$ cat config.mk
export PLATFORM = sky130hd
export DESIGN_NAME = imu_i2c_poll_sequencer
export DESIGN_NICKNAME = d
export VERILOG_FILES = /design/src/design/ips_pkg.sv /design/src/design/ips_cfg_regs.sv /design/src/design/ips_core.sv /design/src/design/imu_i2c_poll_sequencer.sv
export SDC_FILE = /design/constraint.sdc
export NUM_CORES = 1
export LEC_CHECK = 0
export ABC_AREA = 1
export BUFFER_PORTS_ARGS = -buffer_cell sky130_fd_sc_hd__buf_2
export CORE_MARGIN = 2
export CORE_UTILIZATION = 55
export DETAILED_ROUTE_END_ITERATION = 8
export PLACE_DENSITY = 0.76
export SETUP_SLACK_MARGIN = 0.1
export SYNTH_ARGS = -nofsm -noshare
export SYNTH_HDL_FRONTEND = slang
export SYNTH_SLANG_ARGS = --single-unit
$ cat constraint.sdc
create_clock -name aclk -period 12.9 [get_ports aclk]
set_input_delay 2.58 -clock aclk [delete_from_list [all_inputs] [get_ports aclk]]
set_output_delay 2.58 -clock aclk [all_outputs]
set_load 0.02 [all_outputs]
$ cat src/design/ips_pkg.sv
// ----------------------------------------------------------------------------
// ips_pkg
// Types, codes and constants shared by the IMU bus poll sequencer.
// ----------------------------------------------------------------------------
package ips_pkg;

    typedef enum logic [1:0] {
        OP_TICK = 2'd0,
        OP_DONE = 2'd1,
        OP_DATA = 2'd2,
        OP_NONE = 2'd3
    } op_t;

    typedef enum logic [2:0] {
        ACT_WRITE   = 3'd0,
        ACT_POINTER = 3'd1,
        ACT_READ    = 3'd2,
        ACT_REPORT  = 3'd3,
        ACT_FAULT   = 3'd4
    } action_t;

    // configuration register indexes
    localparam logic [2:0] CFG_ACCEL_DEVICE      = 3'd0;
    localparam logic [2:0] CFG_MAG_DEVICE        = 3'd1;
    localparam logic [2:0] CFG_GYRO_DEVICE       = 3'd2;
    localparam logic [2:0] CFG_GYRO_CONTROL_REG  = 3'd3;
    localparam logic [2:0] CFG_GYRO_OUTPUT_REG   = 3'd4;
    localparam logic [2:0] CFG_ACCEL_POWER_VALUE = 3'd5;
    localparam logic [2:0] CFG_MAG_RATE_VALUE    = 3'd6;
    localparam logic [2:0] CFG_GYRO_POWER_VALUE  = 3'd7;

    localparam int CFG_INDEX_W = 3;
    localparam int CFG_DATA_W  = 8;

    // configuration reset values
    localparam logic [6:0] RST_ACCEL_DEVICE      = 7'h18;
    localparam logic [6:0] RST_MAG_DEVICE        = 7'h1E;
    localparam logic [6:0] RST_GYRO_DEVICE       = 7'h69;
    localparam logic [7:0] RST_GYRO_CONTROL_REG  = 8'h20;
    localparam logic [7:0] RST_GYRO_OUTPUT_REG   = 8'h28;
    localparam logic [7:0] RST_ACCEL_POWER_VALUE = 8'h27;
    localparam logic [7:0] RST_MAG_RATE_VALUE    = 8'h14;
    localparam logic [7:0] RST_GYRO_POWER_VALUE  = 8'h0F;

    // chip register addresses
    localparam logic [7:0] ACCEL_CTRL1_ADDR = 8'h20;
    localparam logic [7:0] ACCEL_CTRL4_ADDR = 8'h23;
    localparam logic [7:0] ACCEL_OUT_ADDR   = 8'h28;
    localparam logic [7:0] MAG_RATE_ADDR    = 8'h00;
    localparam logic [7:0] MAG_MODE_ADDR    = 8'h02;
    localparam logic [7:0] MAG_OUT_ADDR     = 8'h03;
    localparam logic [7:0] AUTO_INC_BIT     = 8'h80;

    typedef struct packed {
        logic [6:0] accel_device;
        logic [6:0] mag_device;
        logic [6:0] gyro_device;
        logic [7:0] gyro_control_reg;
        logic [7:0] gyro_output_reg;
        logic [7:0] accel_power_value;
        logic [7:0] mag_rate_value;
        logic [7:0] gyro_power_value;
    } cfg_t;

    typedef struct packed {
        logic [1:0]  operation;
        logic [47:0] read_bytes;
    } in_item_t;

    typedef struct packed {
        logic [2:0]  action;
        logic [6:0]  device_addr;
        logic [7:0]  reg_addr;
        logic [7:0]  reg_value;
        logic [47:0] mag_words;
        logic [47:0] accel_words;
        logic [47:0] gyro_words;
    } out_item_t;

endpackage

$ cat src/design/ips_cfg_regs.sv
// ----------------------------------------------------------------------------
// ips_cfg_regs
// Configuration register file: device addresses, register addresses and
// init values, loaded through the configuration write channel.
// ----------------------------------------------------------------------------
module ips_cfg_regs (
    input  logic                              aclk,
    input  logic                              aresetn,
    input  logic                              wr_en,
    input  logic [ips_pkg::CFG_INDEX_W-1:0]   wr_index,
    input  logic [ips_pkg::CFG_DATA_W-1:0]    wr_data,
    output ips_pkg::cfg_t                     cfg
);

    ips_pkg::cfg_t cfg_reg;

    always_ff @(posedge aclk) begin
        if (!aresetn) begin
            cfg_reg.accel_device      <= ips_pkg::RST_ACCEL_DEVICE;
            cfg_reg.mag_device        <= ips_pkg::RST_MAG_DEVICE;
            cfg_reg.gyro_device       <= ips_pkg::RST_GYRO_DEVICE;
            cfg_reg.gyro_control_reg  <= ips_pkg::RST_GYRO_CONTROL_REG;
            cfg_reg.gyro_output_reg   <= ips_pkg::RST_GYRO_OUTPUT_REG;
            cfg_reg.accel_power_value <= ips_pkg::RST_ACCEL_POWER_VALUE;
            cfg_reg.mag_rate_value    <= ips_pkg::RST_MAG_RATE_VALUE;
            cfg_reg.gyro_power_value  <= ips_pkg::RST_GYRO_POWER_VALUE;
        end else if (wr_en) begin
            case (wr_index)
                ips_pkg::CFG_ACCEL_DEVICE:      cfg_reg.accel_device      <= wr_data[6:0];
                ips_pkg::CFG_MAG_DEVICE:        cfg_reg.mag_device        <= wr_data[6:0];
                ips_pkg::CFG_GYRO_DEVICE:       cfg_reg.gyro_device       <= wr_data[6:0];
                ips_pkg::CFG_GYRO_CONTROL_REG:  cfg_reg.gyro_control_reg  <= wr_data;
                ips_pkg::CFG_GYRO_OUTPUT_REG:   cfg_reg.gyro_output_reg   <= wr_data;
                ips_pkg::CFG_ACCEL_POWER_VALUE: cfg_reg.accel_power_value <= wr_data;
                ips_pkg::CFG_MAG_RATE_VALUE:    cfg_reg.mag_rate_value    <= wr_data;
                ips_pkg::CFG_GYRO_POWER_VALUE:  cfg_reg.gyro_power_value  <= wr_data;
                default: ;
            endcase
        end
    end

    assign cfg = cfg_reg;

endmodule

$ cat src/design/ips_core.sv
// ----------------------------------------------------------------------------
// ips_core
// Sequencer state (step, sample stores, fault flag) and the single-pass
// logic that turns one event into at most one bus action, report or fault.
// ----------------------------------------------------------------------------
module ips_core (
    input  logic                aclk,
    input  logic                aresetn,
    input  logic                fire,
    input  ips_pkg::in_item_t   item,
    input  ips_pkg::cfg_t       cfg,
    output logic                has_result,
    output ips_pkg::out_item_t  result
);

    typedef enum logic [3:0] {
        ST_ACCEL_CTRL1 = 4'd0,
        ST_ACCEL_CTRL4 = 4'd1,
        ST_MAG_RATE    = 4'd2,
        ST_MAG_MODE    = 4'd3,
        ST_GYRO_CTRL   = 4'd4,
        ST_MAG_PTR     = 4'd5,
        ST_MAG_READ    = 4'd6,
        ST_ACCEL_PTR   = 4'd7,
        ST_ACCEL_READ  = 4'd8,
        ST_GYRO_PTR    = 4'd9,
        ST_GYRO_READ   = 4'd10,
        ST_REPORT      = 4'd11
    } step_t;

    step_t       step_reg, step_next;
    logic [47:0] mag_reg, mag_next;
    logic [47:0] accel_reg, accel_next;
    logic [47:0] gyro_reg, gyro_next;
    logic        faulted_reg, faulted_next;
    logic        data_bad;

    function automatic logic [47:0] swap_pairs(input logic [47:0] b);
        logic [47:0] r;
        for (int k = 0; k < 3; k++) begin
            r[16*k +: 16] = {b[16*k +: 8], b[16*k+8 +: 8]};
        end
        return r;
    endfunction

    assign has_result = (ips_pkg::op_t'(item.operation) != ips_pkg::OP_NONE);

    always_comb begin
        step_next    = step_reg;
        mag_next     = mag_reg;
        accel_next   = accel_reg;
        gyro_next    = gyro_reg;
        faulted_next = faulted_reg;
        data_bad     = 1'b0;
        result       = '0;

        if (!has_result) begin
            result = '0;
        end else if (faulted_reg) begin
            result.action = ips_pkg::ACT_FAULT;
        end else begin
            if (ips_pkg::op_t'(item.operation) == ips_pkg::OP_DATA) begin
                case (step_reg)
                    ST_ACCEL_PTR: mag_next   = swap_pairs(item.read_bytes);
                    ST_GYRO_PTR:  accel_next = item.read_bytes;
                    ST_REPORT:    gyro_next  = item.read_bytes;
                    default:      data_bad   = 1'b1;
                endcase
            end
            if (data_bad) begin
                faulted_next  = 1'b1;
                result.action = ips_pkg::ACT_FAULT;
            end else begin
                step_next = step_t'(step_reg + 4'd1);
                case (step_reg)
                    ST_ACCEL_CTRL1: begin
                        result.action      = ips_pkg::ACT_WRITE;
                        result.device_addr = cfg.accel_device;
                        result.reg_addr    = ips_pkg::ACCEL_CTRL1_ADDR;
                        result.reg_value   = cfg.accel_power_value;
                    end
                    ST_ACCEL_CTRL4: begin
                        result.action      = ips_pkg::ACT_WRITE;
                        result.device_addr = cfg.accel_device;
                        result.reg_addr    = ips_pkg::ACCEL_CTRL4_ADDR;
                    end
                    ST_MAG_RATE: begin
                        result.action      = ips_pkg::ACT_WRITE;
                        result.device_addr = cfg.mag_device;
                        result.reg_addr    = ips_pkg::MAG_RATE_ADDR;
                        result.reg_value   = cfg.mag_rate_value;
                    end
                    ST_MAG_MODE: begin
                        result.action      = ips_pkg::ACT_WRITE;
                        result.device_addr = cfg.mag_device;
                        result.reg_addr    = ips_pkg::MAG_MODE_ADDR;
                    end
                    ST_GYRO_CTRL: begin
                        result.action      = ips_pkg::ACT_WRITE;
                        result.device_addr = cfg.gyro_device;
                        result.reg_addr    = cfg.gyro_control_reg;
                        result.reg_value   = cfg.gyro_power_value;
                    end
                    ST_MAG_PTR: begin
                        result.action      = ips_pkg::ACT_POINTER;
                        result.device_addr = cfg.mag_device;
                        result.reg_addr    = ips_pkg::MAG_OUT_ADDR;
                    end
                    ST_MAG_READ: begin
                        result.action      = ips_pkg::ACT_READ;
                        result.device_addr = cfg.mag_device;
                    end
                    ST_ACCEL_PTR: begin
                        result.action      = ips_pkg::ACT_POINTER;
                        result.device_addr = cfg.accel_device;
                        result.reg_addr    = ips_pkg::ACCEL_OUT_ADDR | ips_pkg::AUTO_INC_BIT;
                    end
                    ST_ACCEL_READ: begin
                        result.action      = ips_pkg::ACT_READ;
                        result.device_addr = cfg.accel_device;
                    end
                    ST_GYRO_PTR: begin
                        result.action      = ips_pkg::ACT_POINTER;
                        result.device_addr = cfg.gyro_device;
                        result.reg_addr    = cfg.gyro_output_reg | ips_pkg::AUTO_INC_BIT;
                    end
                    ST_GYRO_READ: begin
                        result.action      = ips_pkg::ACT_READ;
                        result.device_addr = cfg.gyro_device;
                    end
                    default: begin
                        // report, also covers the unused step codes
                        result.action      = ips_pkg::ACT_REPORT;
                        result.mag_words   = mag_next;
                        result.accel_words = accel_next;
                        result.gyro_words  = gyro_next;
                        step_next          = ST_MAG_PTR;
                    end
                endcase
            end
        end
    end

    always_ff @(posedge aclk) begin
        if (!aresetn) begin
            step_reg    <= ST_ACCEL_CTRL1;
            mag_reg     <= '0;
            accel_reg   <= '0;
            gyro_reg    <= '0;
            faulted_reg <= 1'b0;
        end else if (fire) begin
            step_reg    <= step_next;
            mag_reg     <= mag_next;
            accel_reg   <= accel_next;
            gyro_reg    <= gyro_next;
            faulted_reg <= faulted_next;
        end
    end

`ifndef SYNTH
    a_fault_sticky: assert property (@(posedge aclk) disable iff (!aresetn)
        faulted_reg |=> faulted_reg)
        else $error("fault flag cleared without reset");

    a_report_wraps: assert property (@(posedge aclk) disable iff (!aresetn)
        fire && has_result && result.action == ips_pkg::ACT_REPORT |=> step_reg == ST_MAG_PTR)
        else $error("report did not return to magnetometer pointer step");

    a_bad_data_faults: assert property (@(posedge aclk) disable iff (!aresetn)
        fire && !faulted_reg && ips_pkg::op_t'(item.operation) == ips_pkg::OP_DATA
        && step_reg != ST_ACCEL_PTR && step_reg != ST_GYRO_PTR && step_reg != ST_REPORT
        |=> faulted_reg && $stable(step_reg))
        else $error("misplaced data did not raise fault");

    a_fault_holds_step: assert property (@(posedge aclk) disable iff (!aresetn)
        faulted_reg |=> $stable(step_reg) && $stable(gyro_reg))
        else $error("state changed while faulted");
`endif

endmodule

$ cat src/design/imu_i2c_poll_sequencer.sv
// ----------------------------------------------------------------------------
// imu_i2c_poll_sequencer
// Init and polling sequencer for a three-chip IMU on a two-wire bus.
// ----------------------------------------------------------------------------
// Datapath: each input transaction is held in an input register, then its
// result is registered in a result register.
// Throughput: one event per cycle while m_ready does not stall a held result;
// the result register refills in the cycle it is drained.
// Reset: synchronous active low; config returns to defaults, step to the
// first init write, sample stores and fault flag to zero.
module imu_i2c_poll_sequencer (
    input  logic                              aclk,
    input  logic                              aresetn,
    input  logic                              s_valid,
    output logic                              s_ready,
    input  ips_pkg::in_item_t                 s_data,
    output logic                              m_valid,
    input  logic                              m_ready,
    output ips_pkg::out_item_t                m_data,
    input  logic                              cfg_valid,
    output logic                              cfg_ready,
    input  logic [ips_pkg::CFG_INDEX_W-1:0]   cfg_index,
    input  logic [ips_pkg::CFG_DATA_W-1:0]    cfg_data
);

    ips_pkg::cfg_t      cfg;
    ips_pkg::in_item_t  in_data_reg;
    ips_pkg::out_item_t out_data_reg;
    ips_pkg::out_item_t result;
    logic               in_valid_reg;
    logic               out_valid_reg, out_valid_next;
    logic               has_result;
    logic               advance;

    assign cfg_ready = 1'b1;

    ips_cfg_regs u_cfg (
        .aclk     (aclk),
        .aresetn  (aresetn),
        .wr_en    (cfg_valid & cfg_ready),
        .wr_index (cfg_index),
        .wr_data  (cfg_data),
        .cfg      (cfg)
    );

    ips_core u_core (
        .aclk       (aclk),
        .aresetn    (aresetn),
        .fire       (advance),
        .item       (in_data_reg),
        .cfg        (cfg),
        .has_result (has_result),
        .result     (result)
    );

    assign advance = in_valid_reg && (!has_result || !out_valid_reg || m_ready);
    assign s_ready = !in_valid_reg || advance;

    always_comb begin
        out_valid_next = out_valid_reg;
        if (advance && has_result) begin
            out_valid_next = 1'b1;
        end else if (m_ready) begin
            out_valid_next = 1'b0;
        end
    end

    always_ff @(posedge aclk) begin
        if (!aresetn) begin
            in_valid_reg  <= 1'b0;
            out_valid_reg <= 1'b0;
        end else begin
            if (s_ready) begin
                in_valid_reg <= s_valid;
            end
            out_valid_reg <= out_valid_next;
        end
    end

    always_ff @(posedge aclk) begin
        if (s_valid && s_ready) begin
            in_data_reg <= s_data;
        end
        if (advance && has_result) begin
            out_data_reg <= result;
        end
    end

    assign m_valid = out_valid_reg;
    assign m_data  = out_data_reg;

`ifndef SYNTH
    a_no_result_overwrite: assert property (@(posedge aclk) disable iff (!aresetn)
        out_valid_reg && !m_ready |=> out_valid_reg && $stable(out_data_reg))
        else $error("pending result transaction overwritten");
`endif

endmodule
==> results of run 1 <==
[layout by cell type, fill, tap and decap left out, types with 2 or more instances in the layout]
cell	instances
nand3_1	35
clkinv_1	5
clkbuf_16	46
nor2_1	187
edfxtp_1	220
a31oi_1	7
o21ai_0	333
bufinv_16	3
nor3_1	2
dfxtp_1	211
nand2_1	255
nand2_2	2
nor2_4	7
inv_1	101
buf_2	236
clkbuf_8	10
nor2_2	41
clkbuf_1	14
o22ai_1	6
buf_4	8
clkinv_2	4
ha_1	5
a21oi_1	171
o211ai_1	3
[report_power, final]
group          internal (uW)  switching (uW)
registers               1510            27.2
clock network            769             500
logic                   61.4             166
total                   2340             693
[area by class of cell]
type                            instances  share of cell area [%]
Antenna cell                            1                  0.0129
Clock buffer                           70                    6.92
Clock inverter                          9                   0.607
Inverter                              107                    2.11
Multi-Input combinational cell       1059                    25.4
Sequential cell                       431                    55.9
Tap cell                              390                    2.52
Timing Repair Buffer                  245                    6.51
[how the worst min path moves through the flow]
stage,startpoint,to,slack (ns),cells past startpoint
finish,u_cfg.cfg[34]$_SDFFE_PN0P_,u_cfg.cfg[34]$_SDFFE_PN0P_,0.45,2
global route,u_cfg.cfg[43]$_SDFFE_PN1P_,u_cfg.cfg[43]$_SDFFE_PN1P_,0.47,2
CTS,u_cfg.cfg[58]$_SDFFE_PN1P_,u_cfg.cfg[58]$_SDFFE_PN1P_,0.46,2
detailed placement,u_cfg.cfg[58]$_SDFFE_PN1P_,u_cfg.cfg[58]$_SDFFE_PN1P_,0.44,2
global placement,u_cfg.cfg[33]$_SDFFE_PN0P_,u_cfg.cfg[33]$_SDFFE_PN0P_,0.44,2
floorplan,u_cfg.cfg[33]$_SDFFE_PN0P_,u_cfg.cfg[33]$_SDFFE_PN0P_,0.42,2
[worst max-delay path, cell delays in order]
cell and delay [ns]:
buf_2 0.10, nor2_1 0.22, inv_1 0.10, nor2_1 0.22, inv_1 0.09, buf_2 0.16
[logic make-up (layout without fill, tap and decap cells)]
family,after synthesis,in the layout,share of synthesized area [%]
flops,431,431,65.2
compound gates,520,520,15.8
fa+ha+maj,5,5,0.376
buf+inv,217,431,5.40
simple gates,532,532,13.2
other cells,1,2,0.0226
xor+xnor,1,1,0.0527
[layer usage]
layer	vias to the layer above	GRT usage (%)
met4	0	7.58
met2	455	39.5
met3	86	4.11
li1	6147	-
met5	-	0
met1	5895	31.7
[stage by stage]
| stage | hold slack (ns) | area [um^2] | worst slack, ns | total power (uW) | instances |
|---|---|---|---|---|---|
| after floorplan | 0.424 | 16600 | 1.61 | 1730 | 1707 |
| after global routing | 0.473 | 19400 | 6.76 | 3140 | 2311 |
| final | 0.454 | 19400 | 6.86 | 3040 | 2312 |
| after detailed placement | 0.442 | 17900 | 6.86 | 1790 | 2232 |
| after global placement | 0.437 | 17900 | 6.88 | 1780 | 2232 |
| after CTS | 0.458 | 19400 | 6.86 | 3060 | 2311 |
==> summary.md, run 1 <==
| Metric | Value |
|---|---|
| Area share of the largest cell type after synthesis | `39.7%` |
| # rows | `63` |
| PostCTS Resize Cnt | `0` |
| Gpl congestion | `0.801` |
| Slew Limit Fails | `0` |
| Mapped Cells | `1707` |
| CP Launch Type | `input pin` |
| Sequential fraction of the synthesis area | `65.2%` |
| Drt drc | `0` |
| H-tree depth | `2` |
| Final setup violation count | `0` |
| Routed length on met1 | `15800 um` |
| Max cap viols | `0` |
| Yosys cell types | `30` |
| Ports | `239` |
| Status | `completed` |
| Commonest cells in the synthesized netlist | `o21ai_0, nand2_1, edfxtp_1` |
| Vias | `12600` |
| Synthesized flop and latch total | `431` |
| Gr usage total | `23.7%` |
| Pwr per Cell Area | `157 mW/mm^2` |
| Setup TNS | `0 ns` |
| WL per Instance | `16.3 um` |
| Port bufs | `237` |
| Ys flop type | `edfxtp_1` |
| CTS clk-pin slew, worst paths | `0.06 ns` |
| CP max FO | `2` |
| Final Core Density | `65.2%` |
| Max VDD drop | `0.118 mV` |
| Top-count cell post-synth | `o21ai_0` |
| Met2 WL | `18100 um` |
| Die width | `178 um` |
| Reg-to-Reg Start | `u_core.step_reg[1]$_SDFFE_PN0P_` |
| ANT nets after route | `0` |
| Clock Skew | `0.0129 ns` |
| Mapped Nets | `1778` |
| FILL cells | `2342` |
| Detailed Place HPWL | `22200 um` |
| Layout cell share with drive strength beyond 1 | `18.9%` |
| Multi-input logic area | `0.00493 mm^2` |
| Hold Vio Cnt, Final | `0` |
| Die Ht | `178 um` |
| Synth area leader | `edfxtp_1` |
| RSZ-0062 raised after global routing | `no` |
| Area of the mapped netlist | `0.0166 mm^2` |
| Root buf cell | `clkbuf_16` |
| CTS Sinks | `431` |
| R2R setup slack | `9.12 ns` |
| Ranking of synthesized cells by area | `edfxtp_1, dfxtp_1, o21ai_0, nand2_1, a21oi_1` |
| Largest net degree at the start of global routing | `178` |
| Die Area | `0.0316 mm^2` |
| Fmax | `166 MHz` |
| Initial DRC count | `1151` |
| WL met3 | `2660 um` |
| Largest register FFs | `170` |
| DRT Pass-1 Iters | `6` |
| Mean cell area of the mapped netlist | `9.74 um^2` |
| Worst Setup SP | `m_ready` |
| Worst-skew pair later-pin latency | `0.53 ns` |
| Critical Path RT | `10.32 ns` |
| Slew HR | `21.1%` |
| Drt total wl | `37600 um` |
| Register area | `0.0108 mm^2` |
| Total congestion overflow | `0` |
| Core ar. | `0.0297 mm^2` |
| Fin crit period | `6.04 ns` |
| CTS Buf Count | `43` |
| Tightest Hold Check Type | `register to register` |
| Slew at the pin closest to its max-slew limit | `1.18 ns` |
| Vias per cell | `5.44` |
| Vias in the first global route | `12000` |
| Hold Buf Count CTS | `0` |
| P_leak | `0.00740 uW` |
| DR top layer | `met4` |
| Syn-to-layout area delta | `16.6%` |
| Initial Utilization | `55.9%` |
| FF-to-FF path depth | `11` |
| Reg2reg end | `m_data[13]$_SDFFCE_PP0P_` |
| Fraction of the cycle the final worst path needs | `46.8%` |
| Post-CTS Setup Bufs | `0` |
| Asr flop ratio synth | `0%` |
| CP Capture Type | `primary output` |
| EDFF count, synth | `220` |
| Initial antenna violation count | `1` |
| Nets | `1958` |
| CTS tree | `done` |
| Clock Path Buffers | `3` |
| First-pass GRT wire length | `60500 um` |
| Arrival @ worst endpoint | `3.46 ns` |
| Critical path class | `input pin to primary output` |
| Syn. warnings | `0` |
| Worst setup path endpoint | `s_ready` |
Power figures use the tool's default switching activity.
==> run 2: changes to the inputs <==
- clock period: 12.9 -> 5.8 ns (I/O delays scaled with it)
==> run 2 against run 1 <==
Compared with the run above:
- worst setup slack worse by 4.4 ns
- critical path type is now register to register
- clock skew hardly changed
- first-iteration DRC count is 13% lower
- clock power is 110% higher
- sequential power is 120% higher
- power is 120% higher
- largest power group unchanged
- critical path depth is 5 higher
==> summary.md, run 2 (synthesis results as in run 1) <==
| Metric | Value |
|---|---|
| Status | `completed` |
| Syn-to-layout area delta | `16.2%` |
| RSZ-0062 raised after global routing | `no` |
| ANT nets after route | `0` |
| Die Ht | `178 um` |
| Max VDD drop | `0.253 mV` |
| PostCTS Resize Cnt | `0` |
| Arrival @ worst endpoint | `3.71 ns` |
| Root buf cell | `clkbuf_16` |
| Layout cell share with drive strength beyond 1 | `19.0%` |
| WL per Instance | `16.2 um` |
| Final WS setup | `2.45 ns` |
| Fmax | `299 MHz` |
| Tightest Hold Check Type | `register to register` |
| Slew at the pin closest to its max-slew limit | `1.11 ns` |
| Initial antenna violation count | `1` |
| Slew Limit Fails | `0` |
| Vias per cell | `5.41` |
| DRT Pass-1 Iters | `5` |
| CTS Sinks | `431` |
| Setup TNS | `0 ns` |
| Nets | `1960` |
| Ports | `239` |
| CP Launch Type | `register` |
| # rows | `63` |
| Vias in the first global route | `11800` |
| Gr usage total | `23.4%` |
| Largest net degree at the start of global routing | `186` |
| Die width | `178 um` |
| H-tree depth | `2` |
| Fin crit period | `3.35 ns` |
| Slew HR | `25.8%` |
| Worst slack, placed | `1.99 ns` |
| DP Area | `0.0179 mm^2` |
| Final instance area | `0.0193 mm^2` |
| Fraction of the cycle the final worst path needs | `57.7%` |
| ANT cells | `0` |
| Drt drc | `0` |
| Dpl cells | `2234` |
| P_leak | `0.00737 uW` |
| Largest register FFs | `170` |
| Detailed Place HPWL | `22600 um` |
| Hold Buf Count CTS | `0` |
| Critical path class | `register to register` |
| CTS Buf Count | `43` |
| Worst-skew pair later-pin latency | `0.53 ns` |
| Max cap viols | `0` |
| CP Capture Type | `register` |
| Total chip power | `6630 uW` |
| Initial Utilization | `55.9%` |
| Core ar. | `0.0297 mm^2` |
| CTS clk-pin slew, worst paths | `0.06 ns` |
| Post-CTS Setup Bufs | `0` |
| Port bufs | `237` |
| Final setup violation count | `0` |
| Die Area | `0.0316 mm^2` |
| Commonest non-fill, non-tap cell in the layout | `o21ai_0` |
| Initial DRC count | `1000` |
| CTS tree | `done` |
| First-pass GRT wire length | `59300 um` |
| Non-filler instance count after layout | `2313` |
| Vias | `12500` |
| Total congestion overflow | `0` |
| CP max FO | `53` |
| Gpl congestion | `0.829` |
| Pwr per Cell Area | `343 mW/mm^2` |
| Hold Vio Cnt, Final | `0` |
| Critical Path RT | `6.17 ns` |
| Clock Path Buffers | `3` |
| Most frequent cells in the layout | `o21ai_0, nand2_1, buf_2, edfxtp_1, dfxtp_1` |
| Clock Skew | `0.0127 ns` |
| Drt total wl | `37600 um` |
-- run 2: per-stage QoR --
stage	hold slack (ns)	util (%)
global placement	0.436	60.4
floorplan	0.424	-
CTS	0.451	65.0
global route	0.480	65.0
finish	0.449	65.0
detailed placement	0.441	60.4
-- run 2: layout make-up --
class                      count  area, um^2
clock inverter                17         130
fill                        2343       10400
tap                          390         488
timing repair buffer         247        1280
clock buffer                  62        1250
multi-input combinational   1059        4930
inverter                     107         409
sequential                   431       10800
-- run 2: layer usage --
| metal | up-vias | share of wire, % | track usage (%) |
|---|---|---|---|
| met5 | - | 0.043 | 0 |
| met4 | 2 | 2.5 | 7.41 |
| met3 | 69 | 6.5 | 3.98 |
| met2 | 457 | 48 | 39.0 |
| met1 | 5835 | 43 | 31.3 |
| li1 | 6153 | - | - |
-- run 2: path summary, 6_finish.rpt --
check	start	endpoint	slack, ns	cells past startpoint
setup / recovery	u_core.step_reg[1]$_SDFFE_PN0P_	m_data[139]$_SDFFCE_PP0P_	2.45	11
hold / removal	u_cfg.cfg[33]$_SDFFE_PN0P_	u_cfg.cfg[33]$_SDFFE_PN0P_	0.45	2
setup reg to reg	u_core.step_reg[1]$_SDFFE_PN0P_	m_data[139]$_SDFFCE_PP0P_	2.45	11
hold reg to reg	u_cfg.cfg[33]$_SDFFE_PN0P_	u_cfg.cfg[33]$_SDFFE_PN0P_	0.45	2
-- run 2: power breakdown --
part	internal [uW]	switching [uW]	total, uW
clock network	1590	1110	2700
registers	3360	59.8	3420
logic	137	368	505
-- run 2: critical path, stage by stage (launching register included) --
cell and delay (ns):
dfxtp_1 0.35, inv_1 0.12, ha_1 0.28, nand3_2 0.27, nand2_2 0.22, nor2_2 0.07, nor2_4 0.12, nand2_4 0.17
inv_4 0.17, nand3_4 0.57, buf_4 0.60, nor2_1 0.21
